===== src/sv/discrete_gittins_index_unit_assert.svh =====
// ----------------------------------------------------------------------------
// Assertion macros for the discrete Gittins index unit
// Clocked property checks that disappear when SYNTHESIS is defined.
// ----------------------------------------------------------------------------
`ifndef DISCRETE_GITTINS_INDEX_UNIT_ASSERT_SVH
`define DISCRETE_GITTINS_INDEX_UNIT_ASSERT_SVH
`ifndef SYNTHESIS
`define DGI_ASSERT(lbl, prop, msg) \
  lbl: assert property (@(posedge clk_i) disable iff (!rst_ni) prop) else $error(msg);
`define DGI_ASSERT_NEVER(lbl, expr, msg) \
  lbl: assert property (@(posedge clk_i) disable iff (!rst_ni) !(expr)) else $error(msg);
`else
`define DGI_ASSERT(lbl, prop, msg)
`define DGI_ASSERT_NEVER(lbl, expr, msg)
`endif
`endif


===== src/sv/dgi_pkg.sv =====
// ----------------------------------------------------------------------------
// dgi_pkg
// Shared widths, codes and interface types of the discrete Gittins index unit.
// ----------------------------------------------------------------------------
package dgi_pkg;

  localparam int unsigned MAX_ENTRIES = 16;
  localparam int unsigned ADDR_W      = $clog2(MAX_ENTRIES);
  localparam int unsigned CNT_W       = ADDR_W + 1;
  localparam int unsigned SIZE_W      = 32;
  localparam int unsigned WGT_W       = 16;
  localparam int unsigned WSUM_W      = 20;
  localparam int unsigned PROD_W      = 52;
  localparam int unsigned POS_W       = 53;
  localparam int unsigned DVD_W       = 77;
  localparam int unsigned DSR_W       = 52;
  localparam int unsigned REM_W       = 53;
  localparam int unsigned QUO_W       = 48;
  localparam int unsigned DCNT_W      = 7;

  localparam logic [QUO_W-1:0]  IDX_MAX    = '1;
  localparam logic [DCNT_W-1:0] TERM_BITS  = 7'd48;
  localparam logic [DCNT_W-1:0] PLAIN_BITS = 7'd53;
  localparam logic [DCNT_W-1:0] SLOW_BITS  = 7'd77;

  typedef enum logic [1:0] {
    STAT_OK      = 2'd0,
    STAT_TOO_OLD = 2'd1,
    STAT_LOADED  = 2'd2
  } status_e;

  typedef enum logic {
    OP_LOAD  = 1'b0,
    OP_QUERY = 1'b1
  } opcode_e;

  typedef enum logic {
    CFG_ENTRIES  = 1'b0,
    CFG_SLOWDOWN = 1'b1
  } cfg_idx_e;

  typedef struct packed {
    logic              start;
    logic [DVD_W-1:0]  dividend;
    logic [DSR_W-1:0]  divisor;
    logic [DCNT_W-1:0] steps;
  } div_req_t;

  typedef struct packed {
    logic             busy;
    logic             done;
    logic             overflow;
    logic [QUO_W-1:0] quotient;
  } div_rsp_t;

endpackage


===== src/sv/dgi_table.sv =====
// ----------------------------------------------------------------------------
// dgi_table
// Size and weight storage with one write port and one registered read port.
// ----------------------------------------------------------------------------
module dgi_table (
  input  logic                        clk_i,
  input  logic                        we_i,
  input  logic [dgi_pkg::ADDR_W-1:0]  waddr_i,
  input  logic [dgi_pkg::SIZE_W-1:0]  wsize_i,
  input  logic [dgi_pkg::WGT_W-1:0]   wweight_i,
  input  logic [dgi_pkg::ADDR_W-1:0]  raddr_i,
  output logic [dgi_pkg::SIZE_W-1:0]  rsize_o,
  output logic [dgi_pkg::WGT_W-1:0]   rweight_o
);

  logic [dgi_pkg::SIZE_W-1:0] size_mem [dgi_pkg::MAX_ENTRIES];
  logic [dgi_pkg::WGT_W-1:0]  wgt_mem  [dgi_pkg::MAX_ENTRIES];

  always_ff @(posedge clk_i) begin
    if (we_i) begin
      size_mem[waddr_i] <= wsize_i;
      wgt_mem[waddr_i]  <= wweight_i;
    end
    rsize_o   <= size_mem[raddr_i];
    rweight_o <= wgt_mem[raddr_i];
  end

endmodule


===== src/sv/dgi_div.sv =====
// ----------------------------------------------------------------------------
// dgi_div
// Restoring divider, one quotient bit per cycle from the top of the dividend.
// ----------------------------------------------------------------------------
module dgi_div (
  input  logic              clk_i,
  input  logic              rst_ni,
  input  dgi_pkg::div_req_t req_i,
  output dgi_pkg::div_rsp_t rsp_o
);

  logic [dgi_pkg::DVD_W-1:0]  dvd_q, dvd_d;
  logic [dgi_pkg::DSR_W-1:0]  dsr_q, dsr_d;
  logic [dgi_pkg::REM_W-1:0]  rem_q, rem_d;
  logic [dgi_pkg::QUO_W-1:0]  quo_q, quo_d;
  logic                       ovf_q, ovf_d;
  logic [dgi_pkg::DCNT_W-1:0] cnt_q, cnt_d;
  logic                       busy_q, busy_d;
  logic                       done_q, done_d;
  logic [dgi_pkg::REM_W:0]    trial;
  logic [dgi_pkg::REM_W:0]    diff;
  logic                       fits;

  assign trial = {rem_q, dvd_q[dgi_pkg::DVD_W-1]};
  assign diff  = trial - {2'b00, dsr_q};
  assign fits  = trial >= {2'b00, dsr_q};

  always_comb begin
    dvd_d  = dvd_q;
    dsr_d  = dsr_q;
    rem_d  = rem_q;
    quo_d  = quo_q;
    ovf_d  = ovf_q;
    cnt_d  = cnt_q;
    busy_d = busy_q;
    done_d = 1'b0;
    if (req_i.start) begin
      dvd_d  = req_i.dividend;
      dsr_d  = req_i.divisor;
      rem_d  = '0;
      quo_d  = '0;
      ovf_d  = 1'b0;
      cnt_d  = req_i.steps;
      busy_d = 1'b1;
    end else if (busy_q) begin
      rem_d = fits ? diff[dgi_pkg::REM_W-1:0] : trial[dgi_pkg::REM_W-1:0];
      dvd_d = {dvd_q[dgi_pkg::DVD_W-2:0], 1'b0};
      // Any bit pushed out of the quotient register means saturation.
      ovf_d = ovf_q | quo_q[dgi_pkg::QUO_W-1];
      quo_d = {quo_q[dgi_pkg::QUO_W-2:0], fits};
      cnt_d = cnt_q - 1'b1;
      if (cnt_q == 7'd1) begin
        busy_d = 1'b0;
        done_d = 1'b1;
      end
    end
  end

  always_ff @(posedge clk_i or negedge rst_ni) begin
    if (!rst_ni) begin
      busy_q <= 1'b0;
      done_q <= 1'b0;
      cnt_q  <= '0;
    end else begin
      busy_q <= busy_d;
      done_q <= done_d;
      cnt_q  <= cnt_d;
    end
  end

  always_ff @(posedge clk_i) begin
    dvd_q <= dvd_d;
    dsr_q <= dsr_d;
    rem_q <= rem_d;
    quo_q <= quo_d;
    ovf_q <= ovf_d;
  end

  assign rsp_o.busy     = busy_q;
  assign rsp_o.done     = done_q;
  assign rsp_o.overflow = ovf_q;
  assign rsp_o.quotient = quo_q;

endmodule


===== src/sv/discrete_gittins_index_unit.sv =====
// Load request: the table is written and the status goes to the result register. Query:
// a scan of the table entries, then per cutoff the states S_LPA to S_NEXT plus one
// bit-serial division of 53 steps (plain) or 48 + 77 steps (slowdown) on the single
// shared divider. One request at a time.
// Reset clears control state and sets entries_in_use to 1, slowdown_mode to 0;
// table contents are undefined until loaded.
// ----------------------------------------------------------------------------
// discrete_gittins_index_unit
// Gittins index over a discrete size table, computed with one shared
// multiplier and one shared divider under a one-hot sequencer.
// ----------------------------------------------------------------------------
`include "discrete_gittins_index_unit_assert.svh"

module discrete_gittins_index_unit (
  input  logic        clk_i,
  input  logic        rst_ni,
  input  logic        cfg_we_i,
  input  logic        cfg_idx_i,
  input  logic [4:0]  cfg_data_i,
  input  logic        in_valid_i,
  output logic        in_stall_o,
  input  logic        opcode_i,
  input  logic [3:0]  entry_slot_i,
  input  logic [31:0] entry_size_i,
  input  logic [15:0] entry_weight_i,
  input  logic [31:0] job_age_i,
  output logic        out_valid_o,
  input  logic        out_stall_i,
  output logic [47:0] index_value_o,
  output logic [31:0] time_to_change_o,
  output logic [1:0]  status_o
);

  typedef enum logic [14:0] {
    S_IDLE  = 15'h0001,
    S_SCANA = 15'h0002,
    S_SCANB = 15'h0004,
    S_MSUB  = 15'h0008,
    S_SUBW  = 15'h0010,
    S_LPA   = 15'h0020,
    S_LPB   = 15'h0040,
    S_POS   = 15'h0080,
    S_LOW   = 15'h0100,
    S_ACC   = 15'h0200,
    S_TERM  = 15'h0400,
    S_RATIO = 15'h0800,
    S_RWAIT = 15'h1000,
    S_NEXT  = 15'h2000,
    S_DONE  = 15'h4000
  } state_e;

  state_e state_q, state_d;

  logic [dgi_pkg::CNT_W-1:0]  entries_q;
  logic                       slow_q;
  logic [dgi_pkg::CNT_W-1:0]  n_q, idx_q, k_q;
  logic                       found_q;
  logic [31:0]                age_q, sizek_q, v_q;
  logic [15:0]                w_q;
  logic [dgi_pkg::WSUM_W-1:0] wrem_q, wbelow_q;
  logic [dgi_pkg::PROD_W-1:0] sub_q, lower_q, mul_q, prod;
  logic [dgi_pkg::POS_W-1:0]  pos_q, num_q;
  logic [dgi_pkg::DSR_W-1:0]  dcum_q;
  logic [dgi_pkg::QUO_W-1:0]  best_q, ratio;
  logic [47:0]                res_idx_q;
  logic [31:0]                res_ttc_q;
  dgi_pkg::status_e           res_st_q;
  logic                       out_valid_q;
  logic [47:0]                out_idx_q;
  logic [31:0]                out_ttc_q;
  dgi_pkg::status_e           out_st_q;
  logic [31:0]                mul_a;
  logic [dgi_pkg::WSUM_W-1:0] mul_b;
  logic [31:0]                rsize, dv;
  logic [15:0]                rweight;
  logic                       in_acc, out_acc, last, hit;
  dgi_pkg::div_req_t          div_req;
  dgi_pkg::div_rsp_t          div_rsp;

  assign in_acc  = in_valid_i && !in_stall_o;
  assign out_acc = out_valid_q && !out_stall_i;
  assign in_stall_o = (state_q != S_IDLE);
  assign last = (idx_q + 1'b1) == n_q;
  assign hit  = rsize > age_q;
  assign dv   = (v_q == '0) ? 32'd1 : v_q;
  assign ratio = div_rsp.overflow ? dgi_pkg::IDX_MAX : div_rsp.quotient;

  dgi_table u_table (
    .clk_i     (clk_i),
    .we_i      (in_acc && (opcode_i == dgi_pkg::OP_LOAD)),
    .waddr_i   (entry_slot_i),
    .wsize_i   (entry_size_i),
    .wweight_i (entry_weight_i),
    .raddr_i   (idx_q[dgi_pkg::ADDR_W-1:0]),
    .rsize_o   (rsize),
    .rweight_o (rweight)
  );

  dgi_div u_div (
    .clk_i  (clk_i),
    .rst_ni (rst_ni),
    .req_i  (div_req),
    .rsp_o  (div_rsp)
  );

  // Shared multiplier: operands chosen by state, product registered.
  always_comb begin
    mul_a = v_q;
    mul_b = wrem_q - wbelow_q;
    case (state_q)
      S_MSUB: begin
        mul_a = age_q;
        mul_b = wrem_q;
      end
      S_LOW: begin
        mul_a = v_q;
        mul_b = {4'b0, w_q};
      end
      default: begin
        mul_a = v_q;
        mul_b = wrem_q - wbelow_q;
      end
    endcase
  end

  assign prod = mul_a * mul_b;

  always_ff @(posedge clk_i) begin
    mul_q <= prod;
  end

  always_comb begin
    div_req.start    = 1'b0;
    div_req.dividend = {num_q, 24'b0};
    div_req.divisor  = dcum_q;
    div_req.steps    = slow_q ? dgi_pkg::SLOW_BITS : dgi_pkg::PLAIN_BITS;
    if (state_q == S_ACC && slow_q) begin
      div_req.start    = 1'b1;
      div_req.dividend = {w_q, 61'b0};
      div_req.divisor  = {20'b0, dv};
      div_req.steps    = dgi_pkg::TERM_BITS;
    end else if (state_q == S_RATIO && dcum_q != '0) begin
      div_req.start = 1'b1;
    end
  end

  always_comb begin
    state_d = state_q;
    case (state_q)
      S_IDLE: begin
        if (in_acc) begin
          if (opcode_i == dgi_pkg::OP_LOAD) begin
            state_d = S_DONE;
          end else if (entries_q == '0) begin
            state_d = S_DONE;
          end else begin
            state_d = S_SCANA;
          end
        end
      end
      S_SCANA: state_d = S_SCANB;
      S_SCANB: begin
        if (!last) begin
          state_d = S_SCANA;
        end else if (found_q || hit) begin
          state_d = S_MSUB;
        end else begin
          state_d = S_DONE;
        end
      end
      S_MSUB:  state_d = S_SUBW;
      S_SUBW:  state_d = S_LPA;
      S_LPA:   state_d = S_LPB;
      S_LPB:   state_d = S_POS;
      S_POS:   state_d = S_LOW;
      S_LOW:   state_d = S_ACC;
      S_ACC:   state_d = slow_q ? S_TERM : S_RATIO;
      S_TERM: begin
        if (div_rsp.done) begin
          state_d = S_RATIO;
        end
      end
      S_RATIO: state_d = (dcum_q != '0) ? S_RWAIT : S_NEXT;
      S_RWAIT: begin
        if (div_rsp.done) begin
          state_d = S_NEXT;
        end
      end
      S_NEXT:  state_d = last ? S_DONE : S_LPA;
      S_DONE: begin
        if (!out_valid_q || !out_stall_i) begin
          state_d = S_IDLE;
        end
      end
      default: state_d = S_IDLE;
    endcase
  end

  always_ff @(posedge clk_i or negedge rst_ni) begin
    if (!rst_ni) begin
      state_q     <= S_IDLE;
      entries_q   <= 5'd1;
      slow_q      <= 1'b0;
      out_valid_q <= 1'b0;
      idx_q       <= '0;
      found_q     <= 1'b0;
    end else begin
      state_q <= state_d;
      if (cfg_we_i) begin
        case (cfg_idx_i)
          dgi_pkg::CFG_ENTRIES:  entries_q <= cfg_data_i;
          dgi_pkg::CFG_SLOWDOWN: slow_q    <= cfg_data_i[0];
          default:               slow_q    <= slow_q;
        endcase
      end
      if (state_q == S_DONE && (!out_valid_q || !out_stall_i)) begin
        out_valid_q <= 1'b1;
      end else if (out_acc) begin
        out_valid_q <= 1'b0;
      end
      case (state_q)
        S_IDLE: begin
          idx_q   <= '0;
          found_q <= 1'b0;
        end
        S_SCANB: begin
          if (!found_q && hit) begin
            found_q <= 1'b1;
          end
          if (!last) begin
            idx_q <= idx_q + 1'b1;
          end
        end
        S_SUBW: idx_q <= k_q;
        S_NEXT: idx_q <= idx_q + 1'b1;
        default: idx_q <= idx_q;
      endcase
    end
  end

  always_ff @(posedge clk_i) begin
    case (state_q)
      S_IDLE: begin
        age_q     <= job_age_i;
        wrem_q    <= '0;
        n_q       <= (entries_q > 5'(dgi_pkg::MAX_ENTRIES)) ?
                     5'(dgi_pkg::MAX_ENTRIES) : entries_q;
        res_idx_q <= '0;
        res_ttc_q <= '0;
        res_st_q  <= (opcode_i == dgi_pkg::OP_LOAD) ?
                     dgi_pkg::STAT_LOADED : dgi_pkg::STAT_TOO_OLD;
      end
      S_SCANB: begin
        if (!found_q && hit) begin
          k_q     <= idx_q;
          sizek_q <= rsize;
        end
        if (found_q || hit) begin
          wrem_q <= wrem_q + {4'b0, rweight};
        end
      end
      S_SUBW: begin
        sub_q    <= mul_q;
        wbelow_q <= '0;
        lower_q  <= '0;
        dcum_q   <= '0;
        best_q   <= dgi_pkg::IDX_MAX;
      end
      S_LPB: begin
        v_q <= rsize;
        w_q <= rweight;
      end
      S_LOW: pos_q <= {1'b0, mul_q} + {1'b0, lower_q};
      S_ACC: begin
        // Numerators below zero only arise from an unsorted table.
        num_q    <= (pos_q > {1'b0, sub_q}) ? pos_q - {1'b0, sub_q} : '0;
        lower_q  <= lower_q + mul_q;
        wbelow_q <= wbelow_q + {4'b0, w_q};
        if (!slow_q) begin
          dcum_q <= dcum_q + {36'b0, w_q};
        end
      end
      S_TERM: begin
        if (div_rsp.done) begin
          dcum_q <= dcum_q + {4'b0, div_rsp.quotient};
        end
      end
      S_RWAIT: begin
        if (div_rsp.done && ratio < best_q) begin
          best_q <= ratio;
        end
      end
      S_NEXT: begin
        if (last) begin
          res_idx_q <= best_q;
          res_ttc_q <= sizek_q - age_q;
          res_st_q  <= dgi_pkg::STAT_OK;
        end
      end
      S_DONE: begin
        if (!out_valid_q || !out_stall_i) begin
          out_idx_q <= res_idx_q;
          out_ttc_q <= res_ttc_q;
          out_st_q  <= res_st_q;
        end
      end
      default: begin
        sub_q <= sub_q;
      end
    endcase
  end

  assign out_valid_o      = out_valid_q;
  assign index_value_o    = out_idx_q;
  assign time_to_change_o = out_ttc_q;
  assign status_o         = out_st_q;

  `DGI_ASSERT(a_busy_after_req, in_valid_i && !in_stall_o |=> in_stall_o, "request not held off")
  `DGI_ASSERT_NEVER(a_div_overlap, div_req.start && div_rsp.busy, "divider restarted while busy")
  `DGI_ASSERT(a_out_from_done, $rose(out_valid_o) |-> $past(state_q == S_DONE), "stray result")
  `DGI_ASSERT_NEVER(a_div_idle_wait, (state_q == S_RWAIT || state_q == S_TERM) && !div_rsp.busy && !div_rsp.done, "waiting on idle divider")

endmodule

===== config.mk =====
export PLATFORM = sky130hd
export DESIGN_NAME = discrete_gittins_index_unit
export DESIGN_NICKNAME = d
export VERILOG_FILES = /design/src/sv/dgi_pkg.sv /design/src/sv/dgi_table.sv /design/src/sv/dgi_div.sv /design/src/sv/discrete_gittins_index_unit.sv
export VERILOG_INCLUDE_DIRS = /design/src /design/src/sv
export SDC_FILE = /design/constraint.sdc
export NUM_CORES = 2
export LEC_CHECK = 0
export ABC_AREA = 1
export BUFFER_PORTS_ARGS = -buffer_cell sky130_fd_sc_hd__buf_2
export CORE_MARGIN = 1
export CORE_UTILIZATION = 50
export DETAILED_ROUTE_END_ITERATION = 10
export PLACE_DENSITY_LB_ADDON = 0.05
export SKIP_LAST_GASP = 1
export SYNTH_ARGS = -nofsm -noshare
export SYNTH_HDL_FRONTEND = slang
export SYNTH_SLANG_ARGS = --single-unit
export TNS_END_PERCENT = 100

===== constraint.sdc =====
create_clock -name clk_i -period 10.7 [get_ports clk_i]
set_clock_uncertainty 0.2 [all_clocks]
set_input_delay 1.605 -clock clk_i [delete_from_list [all_inputs] [get_ports clk_i]]
set_output_delay 1.605 -clock clk_i [all_outputs]
set_load 0.03 [all_outputs]

==> reports/qor.yml <==
synth_area_per_cell_um2: 9.203
drv_slew: 3
nNetsFinal: 13001
clk_latency_ns: 0.88
wl_um: 365000
final_core_util_pct: 55.03
fin_tns_setup_ns: 0
synth_top_area_share_pct: 42.03
syn_nets: 12886
grt_pass1_wl_um: 533400
cts-root-buf: "clkbuf_16"
clkTransAtPathRegs_ns: 0.06
viasPerCell: 5.725
rows: 170
firstDrtPassIters: 6
fmax_mhz: 105.0
drcViolationCount: 0
dp_hpwl_um: 273000
cts_buffers: 185
synth_flop_cell: "edfxtp_1"
start_util_pct: 50.29
cts_resized: 0
cts_setup_buffers: 0
synth_edf_count: 1509
wl_per_cell_um: 24.59
ant_nets: 0
syn_area_um2: 107800
dieArea_um2: 217500
clock_sinks: 1748
yosys-top-cells-area: "edfxtp_1, fa_1, nand2_1"
synth_cell_type_count: 65
io_pins: 180
startpoint_type: "flop"
overflow: 0
worstPathMaxFanout: 15
grt_pass1_vias: 82812
pre_cts_slack_ns: 1.219
cp.arrival_ns: 10.02
holdBufCountCts: 0
die_h_um: 466.4
antenna_found_initial: 29
drt_iter0_drc: 8346
path_class: "reg2reg"
cts_tree: "done"
rsz0062_at_grt: "no"
cap_viol_max_count: 1
gp_congestion: 1.040
critPathRequiredTime_ns: 11.19
finalHoldViolCount: 0
setup_viol_count_final: 0
period_needed_ns: 9.524
grt.total_usage_pct: 33.09
cts_buffer_depth: 3
area_growth_pct: 9.437
dr_total_vias: 84979
syn_inst: 11716
grt_max_degree: 118
hold_path_class: "reg2reg"
violations: "capacitance limit, slew limit"
synth-seq-cells: 1748
min_period_over_period_pct: 89.01
crit_slowest_cell: "inv_1"
port-buffer-count: 179
status: "complete, but fails checks"
tightest_slew_ns: 1.630
ys_warn_count: 0
core-area_um2: 214400
yosys.area.top_type: "edfxtp_1"
fp.dieW_um: 466.4
worst_path_largest_cell_delay_ns: 0.80
synth.yosys.seq_area_share_pct: 46.64
async_flop_share_pct: 2.117
relSlewSlack_pct: -9.803
finalWorstSetupSlack_ns: 1.176
crit_path_end_kind: "flop"
drive_gt1_share_pct: 6.105
cts_max_level: 4
## worst max-delay path: cells and delay by family (launching register included)
| kind | cells | cell delay (ns) |
|---|---|---|
| AOI/OAI and AO/OA | 7 | 1.32 |
| buffers and inverters | 8 | 1.29 |
| adders and majority gates | 8 | 3.96 |
| and+or+nand+nor | 8 | 1.92 |
| xor gates and xnor gates | 1 | 0.23 |
| DFF | 1 | 0.39 |
## cell type report
| class | count | area (µm²) |
|---|---|---|
| tap | 2838 | 3551 |
| antenna | 14 | 35.03 |
| multi-input combinational | 7748 | 49070 |
| sequential | 1748 | 50300 |
| fill | 19465 | 96410 |
| timing repair buffer | 298 | 1814 |
| clock buffer | 246 | 4980 |
| clock inverter | 101 | 1295 |
| inverter | 1850 | 6957 |
## Yosys cell counts (all sizes together), types with 33 or more instances
cell type,instances
a21o,33
a21oi,826
a22o,36
buf,166
clkbuf,204
dfrtp,35
dfxtp,202
edfxtp,1509
fa,544
ha,530
inv,1846
nand2,2215
nand3,513
nand4,130
nor2,1425
nor3,88
o211ai,47
o21a,37
o21ai,731
o21bai,46
o221ai,97
o22ai,147
xnor2,78
xor2,89
## through the flow
stage / std cells / area [µm²] / hold slack, ns
final: 14843 / 118000 / 0.1822
after CTS: 14829 / 118000 / 0.1704
after floorplan: 11716 / 107800 / 0.2003
after detailed placement: 14482 / 111700 / 0.2045
after global routing: 14836 / 118000 / 0.1906
after global placement: 14481 / 111700 / 0.2012
## per-layer routing
layer	track usage (%)	vias up	part of all wire [%]	wire length (µm)
met5	0	-	0.032	115
met4	12.63	18	4.1	15140
met3	6.288	689	7.9	28830
met2	53.46	3347	46	169200
met1	44.16	41821	42	151700
li1	-	39104	-	-
## logic make-up after synthesis
kind of cell / count (synthesis) / synth area share [%]
buf+inv: 2220 / 8.051
xor+xnor: 167 / 1.357
mux: 1 / 0.01044
flops: 1748 / 46.64
simple gates: 4450 / 16.85
fa+ha+maj: 1074 / 16.25
compound gates: 2056 / 10.84
## registers in the layout, indices dropped and copies added, names as in the netlist, 52 cells and up
name,cells
u_table.size_mem,512
u_table.wgt_mem,256
num_q,53
pos_q,53
u_div.dvd_q,53
u_div.rem_q,53
dcum_q,52
lower_q,52
mul_q,52
sub_q,52
u_div.dsr_q,52
## cells in the final DEF (no fill, tap or decap), types with 179 or more instances in the layout
master     synthesis  routed
buf_2            113     179
ha_1             530     530
o21ai_0          723     721
nor2_1          1410    1391
nand3_1          508     507
a21oi_1          794     793
nand2_1         2201    2196
inv_1           1813    1807
edfxtp_1        1509    1509
dfxtp_1          202     202
fa_1             544     544
clkbuf_16          0     186
## final timing paths
check	slack (ns)	startpoint	cells past startpoint	endpoint
setup / recovery	1.18	state_q[10]$_DFFE_PN0P_	32	mul_q[23]$_DFF_P_
hold / removal	0.18	res_st_q[1]$_SDFFCE_PP0P_	0	status_o[1]$_DFFE_PP_
setup reg to reg	1.18	state_q[10]$_DFFE_PN0P_	32	mul_q[23]$_DFF_P_
hold reg to reg	0.18	res_st_q[1]$_SDFFCE_PP0P_	0	status_o[1]$_DFFE_PP_
max in group asynchronous	9.10	rst_ni	2	out_valid_o$_DFFE_PN0P_
min in group asynchronous	0.62	rst_ni	2	entries_q[4]$_DFFE_PN0P_
Power is left out: the tool's default activity adds up to more than one toggle a clock period on the data nets, which glitch-free logic cannot reach.
